`src/rtl/dvru_pkg.sv`:
```
// ----------------------------------------------------------------------------
// dvru_pkg: shared types for the distance-vector route update engine
// Message/result beat layouts, opcodes and config register indexes.
// ----------------------------------------------------------------------------
package dvru_pkg;

  localparam int unsigned NodeW    = 3;
  localparam int unsigned CostW    = 15;
  localparam int unsigned LinkW    = 16;
  localparam int unsigned CfgDataW = 64;
  localparam int unsigned CfgIdxW  = 2;

  localparam logic [CostW-1:0] CostMax = {CostW{1'b1}};

  typedef logic [NodeW-1:0] node_t;
  typedef logic [CostW-1:0] cost_t;

  typedef enum logic [1:0] {
    OP_PING   = 2'd0,
    OP_REPLY  = 2'd1,
    OP_VECTOR = 2'd2,
    OP_RSVD   = 2'd3
  } op_e;

  typedef enum logic [CfgIdxW-1:0] {
    CFG_SELF_NODE  = 2'd0,
    CFG_LINK_LOW   = 2'd1,
    CFG_LINK_HIGH  = 2'd2,
    CFG_UNUSED     = 2'd3
  } cfg_idx_e;

  typedef struct packed {
    logic [1:0] operation;
    node_t      source_node;
    node_t      dest_node;
    cost_t      advertised_cost;
  } msg_t;

  typedef struct packed {
    logic  send_reply;
    logic  flood_table;
    logic  route_changed;
    node_t changed_dest;
    node_t changed_next_hop;
    cost_t changed_cost;
  } result_t;

  // write request into the route table
  typedef struct packed {
    logic  en;
    node_t idx;
    cost_t cost;
  } tbl_wr_t;

  // read response from the route table
  typedef struct packed {
    logic  valid;
    cost_t cost;
  } tbl_rd_t;

endpackage

```
`src/rtl/dvru_route_table.sv`:
```
// ----------------------------------------------------------------------------
// dvru_route_table: per-destination route storage
// Valid bits reset to zero; cost is written on install only. The next hop
// of an entry is reported in the result beat and needs no storage here.
// ----------------------------------------------------------------------------
module dvru_route_table #(
  parameter int unsigned NODES = 8
) (
  input  logic             clk_i,
  input  logic             rst_ni,
  input  dvru_pkg::node_t  rd_idx_i,
  output dvru_pkg::tbl_rd_t rd_o,
  input  dvru_pkg::tbl_wr_t wr_i
);
  import dvru_pkg::*;

  localparam int unsigned IdxW = (NODES > 1) ? $clog2(NODES) : 1;

  logic [NODES-1:0] valid_q;
  cost_t            cost_q [NODES];

  always_ff @(posedge clk_i or negedge rst_ni) begin
    if (!rst_ni) begin
      valid_q <= '0;
    end else if (wr_i.en) begin
      valid_q[wr_i.idx[IdxW-1:0]] <= 1'b1;
    end
  end

  always_ff @(posedge clk_i) begin
    if (wr_i.en) begin
      cost_q[wr_i.idx[IdxW-1:0]] <= wr_i.cost;
    end
  end

  assign rd_o.valid = valid_q[rd_idx_i[IdxW-1:0]];
  assign rd_o.cost  = cost_q[rd_idx_i[IdxW-1:0]];

endmodule

```
`src/rtl/distance_vector_route_update.sv`:
```
// An accepted message beat is held in msg_q, then executed into the result register.
// The accept/execute sequencer takes no new message until the current one executes; it
//   shares one saturating adder and cost comparator over a single table entry.
// The result register frees the execute step as soon as the previous result drains.
// Reset: route valid bits, neighbor connected flags and config registers clear at once;
//   no clearing pass, the block is ready right after reset.
// ----------------------------------------------------------------------------
// distance_vector_route_update: routing table update engine for one node
// Handles ping, ping reply and advertised vector entries; installs routes when
// absent or strictly cheaper (ping/reply on first contact only), flags reply/flood requests.
// ----------------------------------------------------------------------------
module distance_vector_route_update #(
  parameter int unsigned NODES = 8
) (
  input  logic                              clk_i,
  input  logic                              rst_ni,
  // config write port
  input  logic                              cfg_we_i,
  input  logic [dvru_pkg::CfgIdxW-1:0]      cfg_idx_i,
  input  logic [dvru_pkg::CfgDataW-1:0]     cfg_data_i,
  // message beats
  input  logic                              in_valid_i,
  output logic                              in_ready_o,
  input  dvru_pkg::msg_t                    in_data_i,
  // result beats
  output logic                              out_valid_o,
  input  logic                              out_ready_i,
  output dvru_pkg::result_t                 out_data_o
);
  import dvru_pkg::*;

  // one-hot sequencer
  typedef enum logic [1:0] {
    ST_IDLE = 2'b01,
    ST_EXEC = 2'b10
  } state_e;

  state_e state_q, state_d;

  // config registers
  node_t         self_q;
  logic [63:0]   link_lo_q;
  logic [63:0]   link_hi_q;

  always_ff @(posedge clk_i or negedge rst_ni) begin
    if (!rst_ni) begin
      self_q    <= '0;
      link_lo_q <= '0;
      link_hi_q <= '0;
    end else if (cfg_we_i) begin
      case (cfg_idx_e'(cfg_idx_i))
        CFG_SELF_NODE: self_q    <= cfg_data_i[NodeW-1:0];
        CFG_LINK_LOW:  link_lo_q <= cfg_data_i;
        CFG_LINK_HIGH: link_hi_q <= cfg_data_i;
        default: ;
      endcase
    end
  end

  // captured message
  msg_t msg_q;
  logic in_fire;

  assign in_ready_o = (state_q == ST_IDLE);
  assign in_fire    = in_valid_i & in_ready_o;

  always_ff @(posedge clk_i) begin
    if (in_fire) begin
      msg_q <= in_data_i;
    end
  end

  // result register
  logic    out_valid_q;
  result_t out_q;
  logic    push;

  assign push        = (state_q == ST_EXEC) & (~out_valid_q | out_ready_i);
  assign out_valid_o = out_valid_q;
  assign out_data_o  = out_q;

  always_comb begin
    state_d = state_q;
    case (state_q)
      ST_IDLE: if (in_fire) state_d = ST_EXEC;
      ST_EXEC: if (push)    state_d = ST_IDLE;
      default:              state_d = ST_IDLE;
    endcase
  end

  always_ff @(posedge clk_i or negedge rst_ni) begin
    if (!rst_ni) begin
      state_q <= ST_IDLE;
    end else begin
      state_q <= state_d;
    end
  end

  // ---------------------------------------------------------------------
  // Execute step: one saturating add, one compare, one table entry.
  // ---------------------------------------------------------------------
  op_e            op;
  logic           is_vec;
  logic           ignore;
  node_t          target;
  logic [127:0]   link_all;
  logic [LinkW-1:0] link_raw;
  cost_t          link_sat;
  cost_t          addend;
  logic [CostW:0] sum_raw;
  cost_t          sum_sat;
  tbl_rd_t        tbl_rd;
  tbl_wr_t        tbl_wr;
  logic           better;
  logic [NODES-1:0] conn_q;
  logic           conn_hit;
  result_t        res;

  assign op       = op_e'(msg_q.operation);
  assign is_vec   = (op == OP_VECTOR);
  assign link_all = {link_hi_q, link_lo_q};
  assign link_raw = link_all[{msg_q.source_node, 4'b0000} +: LinkW];
  // link costs above the cost ceiling clamp to it
  assign link_sat = link_raw[LinkW-1] ? CostMax : link_raw[CostW-1:0];
  // ping/reply install the direct route: nothing added to the link cost
  assign addend   = is_vec ? msg_q.advertised_cost : '0;
  assign sum_raw  = {1'b0, addend} + {1'b0, link_sat};
  assign sum_sat  = sum_raw[CostW] ? CostMax : sum_raw[CostW-1:0];
  assign target   = is_vec ? msg_q.dest_node : msg_q.source_node;

  assign ignore = (op == OP_RSVD)
                | ({1'b0, msg_q.source_node} >= (NodeW+1)'(NODES))
                | (is_vec & (({1'b0, msg_q.dest_node} >= (NodeW+1)'(NODES))
                             | (msg_q.dest_node == self_q)));

  // absent, or strictly cheaper than stored
  assign better = ~tbl_rd.valid | (sum_sat < tbl_rd.cost);

  localparam int unsigned IdxW = (NODES > 1) ? $clog2(NODES) : 1;
  assign conn_hit = conn_q[msg_q.source_node[IdxW-1:0]];

  always_comb begin
    res        = '0;
    tbl_wr     = '0;
    tbl_wr.idx = target;
    tbl_wr.cost = sum_sat;
    if (!ignore) begin
      if (is_vec) begin
        if (better) begin
          tbl_wr.en   = 1'b1;
          res.flood_table = 1'b1;
        end
      end else begin
        res.send_reply = (op == OP_PING);
        if (!conn_hit) begin
          // first contact: flood regardless of whether the route improved
          res.flood_table = 1'b1;
          tbl_wr.en       = better;
        end
      end
    end
    if (tbl_wr.en) begin
      res.route_changed    = 1'b1;
      res.changed_dest     = target;
      res.changed_next_hop = msg_q.source_node;
      res.changed_cost     = sum_sat;
    end
    tbl_wr.en = tbl_wr.en & push;
  end

  always_ff @(posedge clk_i or negedge rst_ni) begin
    if (!rst_ni) begin
      conn_q <= '0;
    end else if (push && !ignore && !is_vec) begin
      conn_q[msg_q.source_node[IdxW-1:0]] <= 1'b1;
    end
  end

  always_ff @(posedge clk_i or negedge rst_ni) begin
    if (!rst_ni) begin
      out_valid_q <= 1'b0;
    end else if (push) begin
      out_valid_q <= 1'b1;
    end else if (out_ready_i) begin
      out_valid_q <= 1'b0;
    end
  end

  always_ff @(posedge clk_i) begin
    if (push) begin
      out_q <= res;
    end
  end

  dvru_route_table #(
    .NODES (NODES)
  ) u_table (
    .clk_i    (clk_i),
    .rst_ni   (rst_ni),
    .rd_idx_i (target),
    .rd_o     (tbl_rd),
    .wr_i     (tbl_wr)
  );

`ifndef SYNTH
  a_state_onehot: assert property (@(posedge clk_i) disable iff (!rst_ni)
    $onehot(state_q)) else $error("sequencer state not one-hot");

  a_accept_exec: assert property (@(posedge clk_i) disable iff (!rst_ni)
    in_fire |=> (state_q == ST_EXEC)) else $error("accepted beat not executed");

  a_write_with_push: assert property (@(posedge clk_i) disable iff (!rst_ni)
    tbl_wr.en |-> (push && res.route_changed)) else $error("table write without result");

  a_change_floods: assert property (@(posedge clk_i) disable iff (!rst_ni)
    (out_valid_o && out_data_o.route_changed) |-> out_data_o.flood_table)
    else $error("route change without flood");

  a_clean_fields: assert property (@(posedge clk_i) disable iff (!rst_ni)
    (out_valid_o && !out_data_o.route_changed) |->
      (out_data_o.changed_cost == '0 && out_data_o.changed_dest == '0 &&
       out_data_o.changed_next_hop == '0)) else $error("stale change fields");
`endif

endmodule
```
`config.mk`:
```
export PLATFORM = sky130hd
export DESIGN_NAME = distance_vector_route_update
export DESIGN_NICKNAME = d
export VERILOG_FILES = /design/src/rtl/dvru_pkg.sv /design/src/rtl/dvru_route_table.sv /design/src/rtl/distance_vector_route_update.sv
export SDC_FILE = /design/constraint.sdc
export NUM_CORES = 1
export LEC_CHECK = 0
export BUFFER_PORTS_ARGS = -buffer_cell sky130_fd_sc_hd__buf_4
export CAP_MARGIN = 20
export CORE_ASPECT_RATIO = 1.25
export CORE_MARGIN = 1
export CORE_UTILIZATION = 60
export DETAILED_ROUTE_END_ITERATION = 6
export PLACE_DENSITY_LB_ADDON = 0.2
export SYNTH_ARGS = -nofsm -noshare
export SYNTH_HDL_FRONTEND = slang
export SYNTH_SLANG_ARGS = --single-unit
```
`constraint.sdc`:
```
create_clock -name clk_i -period 8.6 [get_ports clk_i]
set_clock_uncertainty 0.2 [all_clocks]
set_input_delay 0.86 -clock clk_i [delete_from_list [all_inputs] [get_ports clk_i]]
set_output_delay 0.86 -clock clk_i [all_outputs]
set_load 0.005 [all_outputs]
```
==> metrics.md, run 1 <==
| Metric | Value |
|---|---|
| Worst Path Max Fanout | `21` |
| Cell Pwr Density | `between 200 and 300 nW/um^2` |
| Share of cells above drive strength 1 | `between 30% and 40%` |
| Hold buffers post-CTS | `0` |
| Minimum clock period | `7.33 ns` |
| Synthesized instance count | `1014` |
| Setup CP Type | `flip-flop to flip-flop` |
| Antenna cells | `0` |
| Largest net degree at the start of global routing | `79` |
| Die Area | `24000 um^2` |
| Total wire length | `35.4 mm` |
| Largest cells by area after synthesis | `edfxtp_1, dfrtp_1, mux2_2` |
| Row cnt | `62` |
| WP data arrival | `about 7.4 ns` |
| Wire length per cell | `24.3 um` |
| Die W | `around 140 um` |
| First-pass GRT wire length | `between 50 and 60 mm` |
| GR Util met2 | `51.9%` |
| Yosys reg bits | `317` |
| # IOs | `120` |
| Class of the worst hold path | `input pin to async pin` |
| GRT Resource Usage Total | `30.4%` |
| Post-Syn Area | `14000 um^2` |
| Clk_lat worst skew | `0.55 ns` |
| Iter 0 DRT Violations | `about 840` |
| Clk pin slew, worst setup/hold paths | `~0.06 ns` |
| Fill cells | `1600` |
| FMAX | `137 MHz` |
| Ys async rst share | `approximately 47%` |
| Overflow after GRT | `0` |
| Final instance area | `16300 um^2` |
| P&R area growth vs syn | `16.7%` |
| RSZ-0062 raised after global routing | `no` |
| Final setup vio count | `0` |
| Grt peak-use layer | `met2` |
| GPL Wtd Cong | `0.932` |
| DPL Wire Length | `roughly 25 mm` |
| Slew HR | `about a third` |
| Drt drc | `6` |
| Core area | `approximately 23000 um^2` |
| Lkg Pwr | `6.51 nW` |
| Root Driver | `clkbuf_16` |
| Drt pass-1 iters | `7` |
| Antenna violations before repair | `0` |
| Vias in the first global route | `around 9900` |
| Synth top area share | `between 30 and 40%` |
| Die outline height | `173 um` |
| Max Cap Violations | `0` |
| Startpoint types | `flip-flop` |
| Initial Utilization | `approximately 61%` |
| Slew Viols, Final | `0` |
| Setup crit end kind | `flip-flop` |
| Placed inst area | `~15000 um^2` |
| # H-tree levels | `1` |
| Mapped Nets | `1138` |
| Least-Margin Pin Slew | `1.02 ns` |
| Status | `finished, violations left` |
| Peak VDD IR | `0.000187 V` |
| Num CTS Buffers | `30` |
| Required time worst endpoint | `a little under 9 ns` |
| Synth Area per Inst | `between 10 and 15 um^2` |
| IO buf count | `119` |
| EDFF count, synth | `167` |
| CTS tree | `yes` |
| Setup_tns | `0 ns` |
| Final Power | `4.25 mW` |
| Total number of vias | `9372` |
| Largest area contributor in the netlist | `edfxtp_1` |
| CTS Buffer Depth | `3` |
| Post CTS Setup Buffer Count | `0` |
| Sink Count | `around 320` |
| Number of vias per cell | `between 6 and 7` |
| Antenna Nets Post-Route | `0` |
| Final hold vios | `0` |
| Period utilization | `85.2%` |
| Synth Flop Type | `edfxtp_1` |
| Sequential-to-total area share from yosys stat | `between 60 and 70%` |
| Met1 Usage GRT | `38.5%` |
| Synth Warn # | `0` |
| Total Nets Final | `roughly 1300` |
| Failing checks | `design-rule violations` |
| Met3 Use GR | `3.57%` |
| Yosys cell types | `68` |
| PostCTS Resize Cnt | `0` |
## per-stage QoR
stage          instances  hold slack (ns)  setup WS [ns]  util [%]
5_1_grt             1457            0.179          0.766      71.2
3_3_place_gp        1398            0.234           1.62      66.6
3_5_place_dp        1398            0.249           1.30      66.6
2_1_floorplan       1014            0.224           1.84         -
4_1_cts             1454            0.148           1.25      71.0
6_report            1457            0.117           1.27      71.2
## critical path, cell delays in order (launching register included)
cell      delay (ns)
edfxtp_1        0.79
mux2_2          0.42
a221o_1         0.31
a21oi_1         0.12
buf_4           0.23
nand3_1         0.13
ha_1            0.33
a211oi_1        0.29
o211ai_1        0.16
a41oi_1         0.33
o31ai_1         0.19
a31oi_2         0.46
buf_4           0.28
nand2_1         0.28
ha_1            0.42
a21oi_1         0.15
nor2_1          0.06
a211oi_1        0.32
o21ai_0         0.21
a31oi_2         0.27
o21ai_4         0.19
nor2_1          0.53
buf_4           0.32
## final timing paths
check	from	to	slack, ns	cells after the start
max	msg_q[19]$_DFFE_PP_	u_table.cost_q[0][7]$_DFFE_PP_	1.27	22
min	rst_ni	link_lo_q[41]$_DFFE_PN0P_	0.12	1
max reg2reg	msg_q[19]$_DFFE_PP_	u_table.cost_q[0][7]$_DFFE_PP_	1.27	22
min reg2reg	conn_q[1]$_DFFE_PN0P_	conn_q[1]$_DFFE_PN0P_	0.26	1
max in group asynchronous	rst_ni	link_hi_q[21]$_DFFE_PN0P_	6.61	2
min in group clk_i	conn_q[1]$_DFFE_PN0P_	conn_q[1]$_DFFE_PN0P_	0.26	1
## placed cells by master (no fill, tap or decap), types with 13 or more instances in the layout
cell / netlist / layout
nand2_1: 61 / 61
ha_1: 29 / 29
o21ai_0: 32 / 31
dfrtp_1: 149 / 149
o22ai_1: 13 / 13
edfxtp_1: 167 / 167
buf_4: 3 / 151
inv_1: 14 / 14
nand3_1: 14 / 14
a22o_1: 13 / 13
a21oi_1: 46 / 46
nor2_1: 44 / 43
a221oi_1: 16 / 16
clkbuf_16: 0 / 33
mux2i_1: 13 / 13
and2_1: 18 / 18
a222oi_1: 21 / 21
mux2_2: 144 / 144
## cell usage after synthesis, drive strengths merged (4+ instances only)
cell type,count
a21oi,46
a221oi,16
nand3,14
a32oi,6
nand2,61
a22o,13
nand4,4
a211oi,4
ha,29
and2,18
nor2,44
nor3,11
o221ai,4
a21o,9
xor2,4
buf,16
dfrtp,149
mux2i,14
a31oi,10
o21bai,8
o22ai,13
o211ai,9
o21ai,34
nand2b,12
mux2,144
edfxtp,167
inv,14
a22oi,11
a221o,6
nor2b,12
a222oi,21
xnor2,10
clkbuf,39
## report_power, final
part	switching (mW)	total (mW)	internal, mW
clock network	0.557	1.34	0.786
registers	0.113	1.99	1.87
logic	0.544	0.921	0.377
total	1.21	4.25	3.04
## metal layers
metal | up-vias | routed length, um
met1 | 4616 | 13500
met3 | 127 | 2280
li1 | 4173 | -
met4 | 0 | 1850
met5 | - | 0
met2 | 456 | 17800
## logic make-up after synthesis
group / count (synthesis) / synth area share (%)
DFF: 317 / 62.6
AOI/OAI and AO/OA: 232 / 12.1
and+or+nand+nor: 192 / 6.59
muxes: 160 / 13.0
buffers and inverters: 69 / 2.14
adders and majority gates: 30 / 2.73
xor gates and xnor gates: 14 / 0.875
## cell type report
class	instances	area [um^2]	share of cell area, %
clock buffer	44	941	5.76
clock inverter	12	82.6	0.505
inverter	14	52.6	0.321
multi-input combinational	628	4960	30.4
sequential	317	8770	53.6
tap	288	360	2.20
timing repair buffer	154	1180	7.22
## registers in the layout, summed over array words and instances, names as in the netlist
signal           flops
link_lo_q           64
conn_q               8
state_q              2
self_q               3
u_table.cost_q     120
out_data_o          24
out_valid_o          1
op                   2
u_table.valid_q      8
link_hi_q           64
msg_q               21
No activity file was read; power rests on OpenSTA's default activity.
==> run 2: changes to the inputs <==
--- a/config.mk
+++ b/config.mk
@@ -5,13 +5,13 @@
 export SDC_FILE = /design/constraint.sdc
 export NUM_CORES = 1
 export LEC_CHECK = 0
-export BUFFER_PORTS_ARGS = -buffer_cell sky130_fd_sc_hd__buf_4
+export BUFFER_PORTS_ARGS = -buffer_cell sky130_fd_sc_hd__buf_2
 export CAP_MARGIN = 20
 export CORE_ASPECT_RATIO = 1.25
 export CORE_MARGIN = 1
-export CORE_UTILIZATION = 60
+export CORE_UTILIZATION = 54
 export DETAILED_ROUTE_END_ITERATION = 6
-export PLACE_DENSITY_LB_ADDON = 0.2
+export PLACE_DENSITY = 0.76
 export SYNTH_ARGS = -nofsm -noshare
 export SYNTH_HDL_FRONTEND = slang
 export SYNTH_SLANG_ARGS = --single-unit
==> constraint.sdc (replaced) <==
create_clock -name clk_i -period 6.1 [get_ports clk_i]
set_clock_uncertainty 0.2 [all_clocks]
set_input_delay 0.61 -clock clk_i [delete_from_list [all_inputs] [get_ports clk_i]]
set_output_delay 0.61 -clock clk_i [all_outputs]
set_load 0.005 [all_outputs]
==> run 2 against run 1 <==
Compared with the run above: the flow now finishes without violations; die area rose by 11%; maximum frequency increased by 23%; global-route usage shrank 2.9 points; sequential cell count did not move; critical path type unchanged; largest power group unchanged; first-iteration DRC count up 3.9%; cell area up 2.9%; utilization decreased by 4.9 points; power up 47%; cell count increased by 7.6%; largest cell class unchanged; register-to-register slack got worse by 1.1 ns; clock-buffer cell count down 11.
==> metrics.md, run 2 (same netlist as run 1, synthesis figures left out) <==
| Metric | Value |
|---|---|
| Setup CP Type | `flip-flop to flip-flop` |
| Class of the worst hold path | `input pin to flip-flop` |
| Total Nets Final | `1333` |
| Initial Utilization | `a little under three fifths` |
| Setup_tns | `0 ns` |
| First-pass GRT wire length | `55.3 mm` |
| Lkg Pwr | `6.74 nW` |
| Drt pass-1 iters | `5` |
| Largest register FFs | `120` |
| Worst Path Max Fanout | `15` |
| Core area | `25400 um^2` |
| Number of vias per cell | `6.16` |
| Drt drc | `0` |
| Status | `finished, final reports clean` |
| Die W | `roughly 150 um` |
| Period utilization | `97.7%` |
| Clk_lat worst skew | `about 0.57 ns` |
| Minimum clock period | `5.96 ns` |
| Most frequent cells in the layout | `edfxtp_1, dfrtp_1, mux2_2` |
| Max Cap Violations | `0` |
| Row cnt | `65` |
| Register Area | `8770 um^2` |
| Antenna Nets Post-Route | `0` |
| Wire length per cell | `around 23 um` |
| Cell Pwr Density | `371 nW/um^2` |
| FMAX | `168 MHz` |
| Total wire length | `36.5 mm` |
| # IOs | `120` |
| CTS Buffer Depth | `3` |
| Clk pin slew, worst setup/hold paths | `0.07 ns` |
| Root Driver | `clkbuf_16` |
| Area of the multi-input gates | `5070 um^2` |
| Slew HR | `36.4%` |
| Most common cell after layout, fill and taps aside | `edfxtp_1` |
| Antenna cells | `0` |
| CTS tree | `yes` |
| Num CTS Buffers | `30` |
| Final hold vios | `0` |
| # H-tree levels | `1` |
| GPL Wtd Cong | `slightly below 0.9` |
| Sink Count | `317` |
| P&R area growth vs syn | `20.1%` |
| Startpoint types | `flip-flop` |
| Finished Layout Cells | `1568` |
| Least-Margin Pin Slew | `0.952 ns` |
| Placed cell count | `1484` |
| WP data arrival | `6.02 ns` |
| Die Area | `26600 um^2` |
| Largest net degree at the start of global routing | `94` |
| IO buf count | `119` |
| Peak VDD IR | `about 0.00029 V` |
| Overflow after GRT | `0` |
| Final setup vio count | `0` |
| Vias in the first global route | `9805` |
| Iter 0 DRT Violations | `869` |
| Antenna violations before repair | `0` |
| Total number of vias | `9655` |
| GRT Resource Usage Total | `27.6%` |
| Fill cells | `1861` |
| Slew Viols, Final | `0` |
| Share of cells above drive strength 1 | `35.8%` |
| Die outline height | `roughly 180 um` |
| DPL Wire Length | `25.6 mm` |
| Required time worst endpoint | `6.16 ns` |
| Setup crit end kind | `flip-flop` |
run 2: layout make-up:
cell class | count | area share, %
clock buffers | 33 | 4.53
clock inverters | 23 | 1.78
inverters | 14 | 0.312
multi-input cells | 629 | 30.1
flip-flops and latches | 317 | 52.1
well taps | 335 | 2.49
repair buffers | 217 | 8.65
run 2: routing by layer:
metal  track usage (%)  vias up  part of all wire [%]
li1                  -     4303                     -
met2              48.0      443                    51
met1              33.8     4812                    37
met3              4.60       97                   7.1
met5                 0        -                     0
met4              12.5        0                   4.8
run 2: final timing paths:
kind | slack (ns) | cells after the start | end | startpoint
setup / recovery | 0.14 | 22 | u_table.cost_q[0][7]$_DFFE_PP_ | msg_q[19]$_DFFE_PP_
setup reg to reg | 0.14 | 22 | u_table.cost_q[0][7]$_DFFE_PP_ | msg_q[19]$_DFFE_PP_
min in group asynchronous | 0.50 | 2 | link_lo_q[3]$_DFFE_PN0P_ | rst_ni
hold reg to reg | 0.26 | 1 | conn_q[1]$_DFFE_PN0P_ | conn_q[1]$_DFFE_PN0P_
hold / removal | 0.02 | 1 | msg_q[15]$_DFFE_PP_ | in_data_i[15]
max in group asynchronous | 3.95 | 3 | u_table.valid_q[3]$_DFFE_PN0P_ | rst_ni
run 2: critical path, stage by stage, from the launching register on:
cell	delay [ns]
edfxtp_1	0.47
mux2_2	0.36
a221o_1	0.33
a21oi_2	0.16
buf_12	0.17
o221ai_1	0.17
ha_1	0.38
a21oi_1	0.22
o211ai_1	0.19
a41oi_2	0.27
o31ai_2	0.11
a31oi_2	0.29
buf_4	0.17
nand2_1	0.07
ha_1	0.33
a21oi_1	0.24
o311ai_0	0.17
a2111o_1	0.40
nor2_1	0.31
o21ai_4	0.15
buf_4	0.18
nor2_4	0.10
buf_4	0.18
run 2: stage by stage:
stage	setup slack (ns)	utilization, %	hold slack [ns]	total power, mW	instance area [um^2]
finish	0.142	66.3	0.0202	6.25	16800
global route	-0.0425	66.3	0.00917	6.49	16800
CTS	0.0636	65.6	0.00290	6.21	16700
detailed placement	-0.0256	60.8	0.244	4.21	15400
global placement	0.122	60.7	0.238	4.16	15400
floorplan	0.0232	-	0.114	3.64	14100
run 2: power breakdown:
group / switching, mW / total [mW] / internal (mW)
sequential: 0.129 / 2.77 / 2.64
clock: 0.800 / 2.00 / 1.20
combinational: 0.848 / 1.48 / 0.633
run 2: what timing repair did:
item	4_1_cts	5_1_grt
setup endpoints to repair	86	151
pin swaps	6	6
hold buffers	3	0
resized for setup	0	13
setup buffers	14	9
hold endpoints to repair	93	0
gates cloned	0	1
